[src/hw/rtl/vht_ram.sv]
`timescale 1ns / 1ps
`default_nettype none
// ----------------------------------------------------------------------------
// vht_ram
// Simple dual-port RAM: one write port, one read port, registered read data.
// ----------------------------------------------------------------------------
module vht_ram #(
    parameter int WIDTH = 8,
    parameter int DEPTH = 16
) (
    input  wire logic                                  aclk,
    input  wire logic                                  we,
    input  wire logic [((DEPTH > 1) ? $clog2(DEPTH) : 1)-1:0] waddr,
    input  wire logic [WIDTH-1:0]                      wdata,
    input  wire logic                                  re,
    input  wire logic [((DEPTH > 1) ? $clog2(DEPTH) : 1)-1:0] raddr,
    output logic      [WIDTH-1:0]                      rdata
);

    logic [WIDTH-1:0] mem [DEPTH];
    logic [WIDTH-1:0] rdata_reg;

    always_ff @(posedge aclk) begin
        if (we) begin
            mem[waddr] <= wdata;
        end
        if (re) begin
            rdata_reg <= mem[raddr];
        end
    end

    assign rdata = rdata_reg;

endmodule
`default_nettype wire

[config.mk]
export PLATFORM = sky130hd
export DESIGN_NAME = vht_ram
export DESIGN_NICKNAME = d
export VERILOG_FILES = /design/src/hw/rtl/vht_ram.sv
export SDC_FILE = /design/constraint.sdc
export NUM_CORES = 1
export LEC_CHECK = 0
export BUFFER_PORTS_ARGS = -buffer_cell sky130_fd_sc_hd__buf_2
export CAP_MARGIN = 10
export CORE_ASPECT_RATIO = 1.4
export CORE_MARGIN = 5
export CORE_UTILIZATION = 56
export DETAILED_ROUTE_END_ITERATION = 16
export GPL_ROUTABILITY_DRIVEN = 0
export PLACE_DENSITY = 0.8
export REMOVE_ABC_BUFFERS = 1
export SLEW_MARGIN = 20
export SYNTH_ARGS = -nofsm -noshare
export SYNTH_HDL_FRONTEND = slang
export SYNTH_SLANG_ARGS = --single-unit
[constraint.sdc]
create_clock -name aclk -period 2.3 [get_ports aclk]
set_input_delay 0.345 -clock aclk [delete_from_list [all_inputs] [get_ports aclk]]
set_output_delay 0.345 -clock aclk [all_outputs]
set_load 0.02 [all_outputs]
## Yosys cells after proc, flatten, opt, wreduce, memory -nomap -nowiden

Memories as Yosys holds them, arrays and structs flattened. A register that Yosys moved wholly into a read port is not among the register bits.
Index checks and enable logic that the tools add are counted.
W data, S select, Z words.

| cells by class | value |
|---|---|
| muxes and demuxes | 2 |

Operator list:

| operator | count |
|---|---|
| $mux W1 | 2 |

| word-level totals | value |
|---|---|
| register bits | 0 |
| bits in writable memories | 128 |
| input bits | 19 |
| output and inout bits | 8 |
| logic and storage cells | 3 |
| memories | 1 |

Memory list:

| memory | depth | width | read ports | clocked after Yosys merged registers in | wr ports | line | RTL |
|---|---|---|---|---|---|---|---|
| mem | 16 | 8 | 1 | 1 | 1 | 20 | `logic [WIDTH-1:0] mem [DEPTH];` |

## Logic depth before layout (Yosys ltp)

| depth | value |
|---|---|
| depth after elaboration | 2 |
| mapped depth | 5 |
| gate-level depth less buffers | 3 |

## Least setup slack after synthesis

Ideal clock, no wire load.

| path | value |
|---|---|
| path kind | in2reg |
| start point | input port waddr[2] (netlist name) |
| end point | memory mem[0][0], enable pin |
| setup time | 0.383 ns |
| data arrival time | 1.455 ns |
| data required time | 1.917 ns |
| setup slack | 0.462 ns |
| cell stages on the path | 2 |
| path buffers | 0 |
| cell sequence | or3b_2 nor3_1 |

RTL lines:

| item | line | RTL |
|---|---|---|
| start: declaration | 13 | `input wire logic [((DEPTH > 1) ? $clog2(DEPTH) : 1)-1:0] waddr,` |
| end: declaration | 20 |  |

No word-level cell before the write port.

==> impl_metrics.yaml <==
run_status:
  status: "complete, no violations"
clock_tree:
  clockBufferDepth: 2
  tritoncts: "built"
  ctsHoldBuffers: 0
  clk-insertion-delay-late_ns: 0.41
  cts.sinks: 136
  h-tree-depth: 4
  cts_made_buffers: 17
  post_cts_buffers: 0
  path_clk_slew_ns: 0.06
  ctsRootBufferMaster: "clkbuf_16"
  cts_resized: 0
die:
  die_area_sq_um: 11400
  die_h_um: 124
  io_pins: 27
  initial_core_util_pct: 57.6
  die_w_um: 91.7
  core-area_sq_um: 9080
  fp-row-count: 41
synthesis:
  synthDistinctLibCells: 18
  yosys_register_bits: 136
  seq_area_frac_synth_pct: 78.1
  post_synth_instance_area_sq_um: 5230
  avgSynthCellArea_sq_um: 22.8
  netlist_instances: 229
  synth-warning-count: 0
job:
  timing.max_cap.violations: 0
global_routing:
  grt_pass1_vias: 2613
  grt_overflow: 0
  grt_first_pass_wirelength_um: 15100
  grtUsageTotal_pct: 18.4
  grt_max_degree: 33
  antenna_found_initial: 0
detailed_routing:
  drt-pass1-iter-count: 5
  routed_via_density: 6.19
  drc: 0
  wl_per_cell_um: 23.5
  wirelength_um: 9460
  dr.first_iter.drc_count: 237
  ant_nets: 0
  route.vias.total: 2489
worst_setup_path:
  r2r-start: "mem[2][7]"
  crit_path_start_kind: "input pin"
  crit_required_ns: 2.45
  arrival_ns: 1.65
  r2r_cells: 3
  crit_type: "in2reg"
  reg2reg_setup_slack_ns: 0.81
  crit_path_max_fanout: 32
  critPathLaunch: "raddr[0]"
  r2r_end: "rdata[7]"
  endpoint_kind: "flop"
finish:
  largest_register_ff_count: 128
  area_growth_pct: 16.5
  drive_above_1_share_pct: 30.5
  n_antenna_cell: 0
  final_nets: 302
hold_path:
  min-delay-start: "re"
  hp-class: "in2reg"
  hold_path_end: "rdata[0]"
  hold_depth: 1
sta:
  fin_tns_setup_ns: 0
  finalCritPeriodShare_pct: 65.2
  worstMarginPinSlew_ns: 0.688
  drv_slew: 0
  fin_ws_ns: 0.801
  skew_ns: 0.00524
  hold_viol_final: 0
  slew_headroom_pct: 54.0
  setup_viol: 0
  timing.final.crit_period_ns: 1.50
  rsz0062_at_grt: "false"
  fmax_mhz: 667
power:
  power_density_nw_per_um2: 888
  peakVddDrop_mv: 0.593
  p_leak_uw: 0.00207
place:
  portBuffers: 26
  hpwlAfterDp_um: 5950
  place_ws_ns: 0.370
## per-layer routing
layer	global-route usage (%)	wire (um)	up-vias
met5	0	0	-
met4	8.44	162	0
met1	21.8	3470	1255
met3	5.44	692	14
li1	-	-	1090
met2	30.8	5140	130
## worst max path at each step
stage                           end  slack [ns]
final                      rdata[1]        0.80
after global routing       rdata[5]        0.71
after CTS                  rdata[1]        0.82
after detailed placement   rdata[1]        0.37
after global placement     rdata[2]        0.38
after floorplan           mem[0][0]        0.46
## metrics by stage
step	area (sq um)	total power, uW	hold slack (ns)	utilization, %	cells
after global placement	5570	3110	0.716	61.4	371
after detailed placement	5570	3120	0.707	61.4	371
after floorplan	5140	2980	0.444	-	219
after CTS	6090	5450	0.270	67.1	402
after global routing	6090	5590	0.280	67.1	402
final	6090	5410	0.287	67.1	402
## critical path, cell delays in order
cell and delay, ns:
buf_2 0.10, buf_12 0.24, mux4_1 0.62, a22oi_1 0.23, nand2_1 0.09
## power breakdown
part           total [uW]  switching [uW]  internal [uW]  leakage (uW)
Sequential           2810            13.6           2800       0.00124
Clock                2340             892           1450      0.000254
Combinational         260             152            109      0.000584
Total                5410            1060           4350       0.00207
## cell usage after synthesis
master	number	area share (%)
and2_1	1	0.12
mux4_2	18	7.8
buf_6	3	0.65
a22oi_1	16	2.3
clkdlybuf4s25_2	3	0.57
buf_4	1	0.14
nand3_1	1	0.096
nor2_1	13	0.93
nor3_1	4	0.38
nand2_1	9	0.65
mux4_1	14	7.0
edfxtp_1	136	78
nor2b_1	1	0.12
and2b_1	1	0.14
nand3b_1	2	0.29
nand2b_1	2	0.24
or3b_2	1	0.17
buf_2	3	0.29
## cells by family (layout without fill, tap and decap cells)
logic type / count (synthesis) / after routing / synth area share [%]
buffers and inverters: 10 / 76 / 1.65
and+or+nand+nor: 35 / 35 / 3.14
AOI/OAI and AO/OA: 16 / 16 / 2.30
DFF: 136 / 136 / 78.1
muxes: 32 / 32 / 14.8
## cell type report
type / count / area [sq um]
multi-input combinational: 83 / 1060
clock buffer: 19 / 433
sequential: 136 / 4080
timing repair buffer: 45 / 298
fill: 524 / 2990
tap: 107 / 134
clock inverter: 12 / 86.3
## placed cells by master, fill, tap and decap left out
cell / instances
a22oi_1: 16
and2_1: 1
and2b_1: 1
buf_12: 2
buf_2: 26
buf_4: 17
bufinv_16: 1
clkbuf_1: 2
clkbuf_16: 17
clkinv_1: 3
clkinv_2: 6
clkinvlp_4: 2
edfxtp_1: 136
mux4_1: 14
mux4_2: 18
nand2_1: 9
nand2b_1: 2
nand3_1: 1
nand3b_1: 2
nor2_1: 13
nor2b_1: 1
nor3_1: 4
or3b_2: 1
Power figures use the tool's default switching activity.
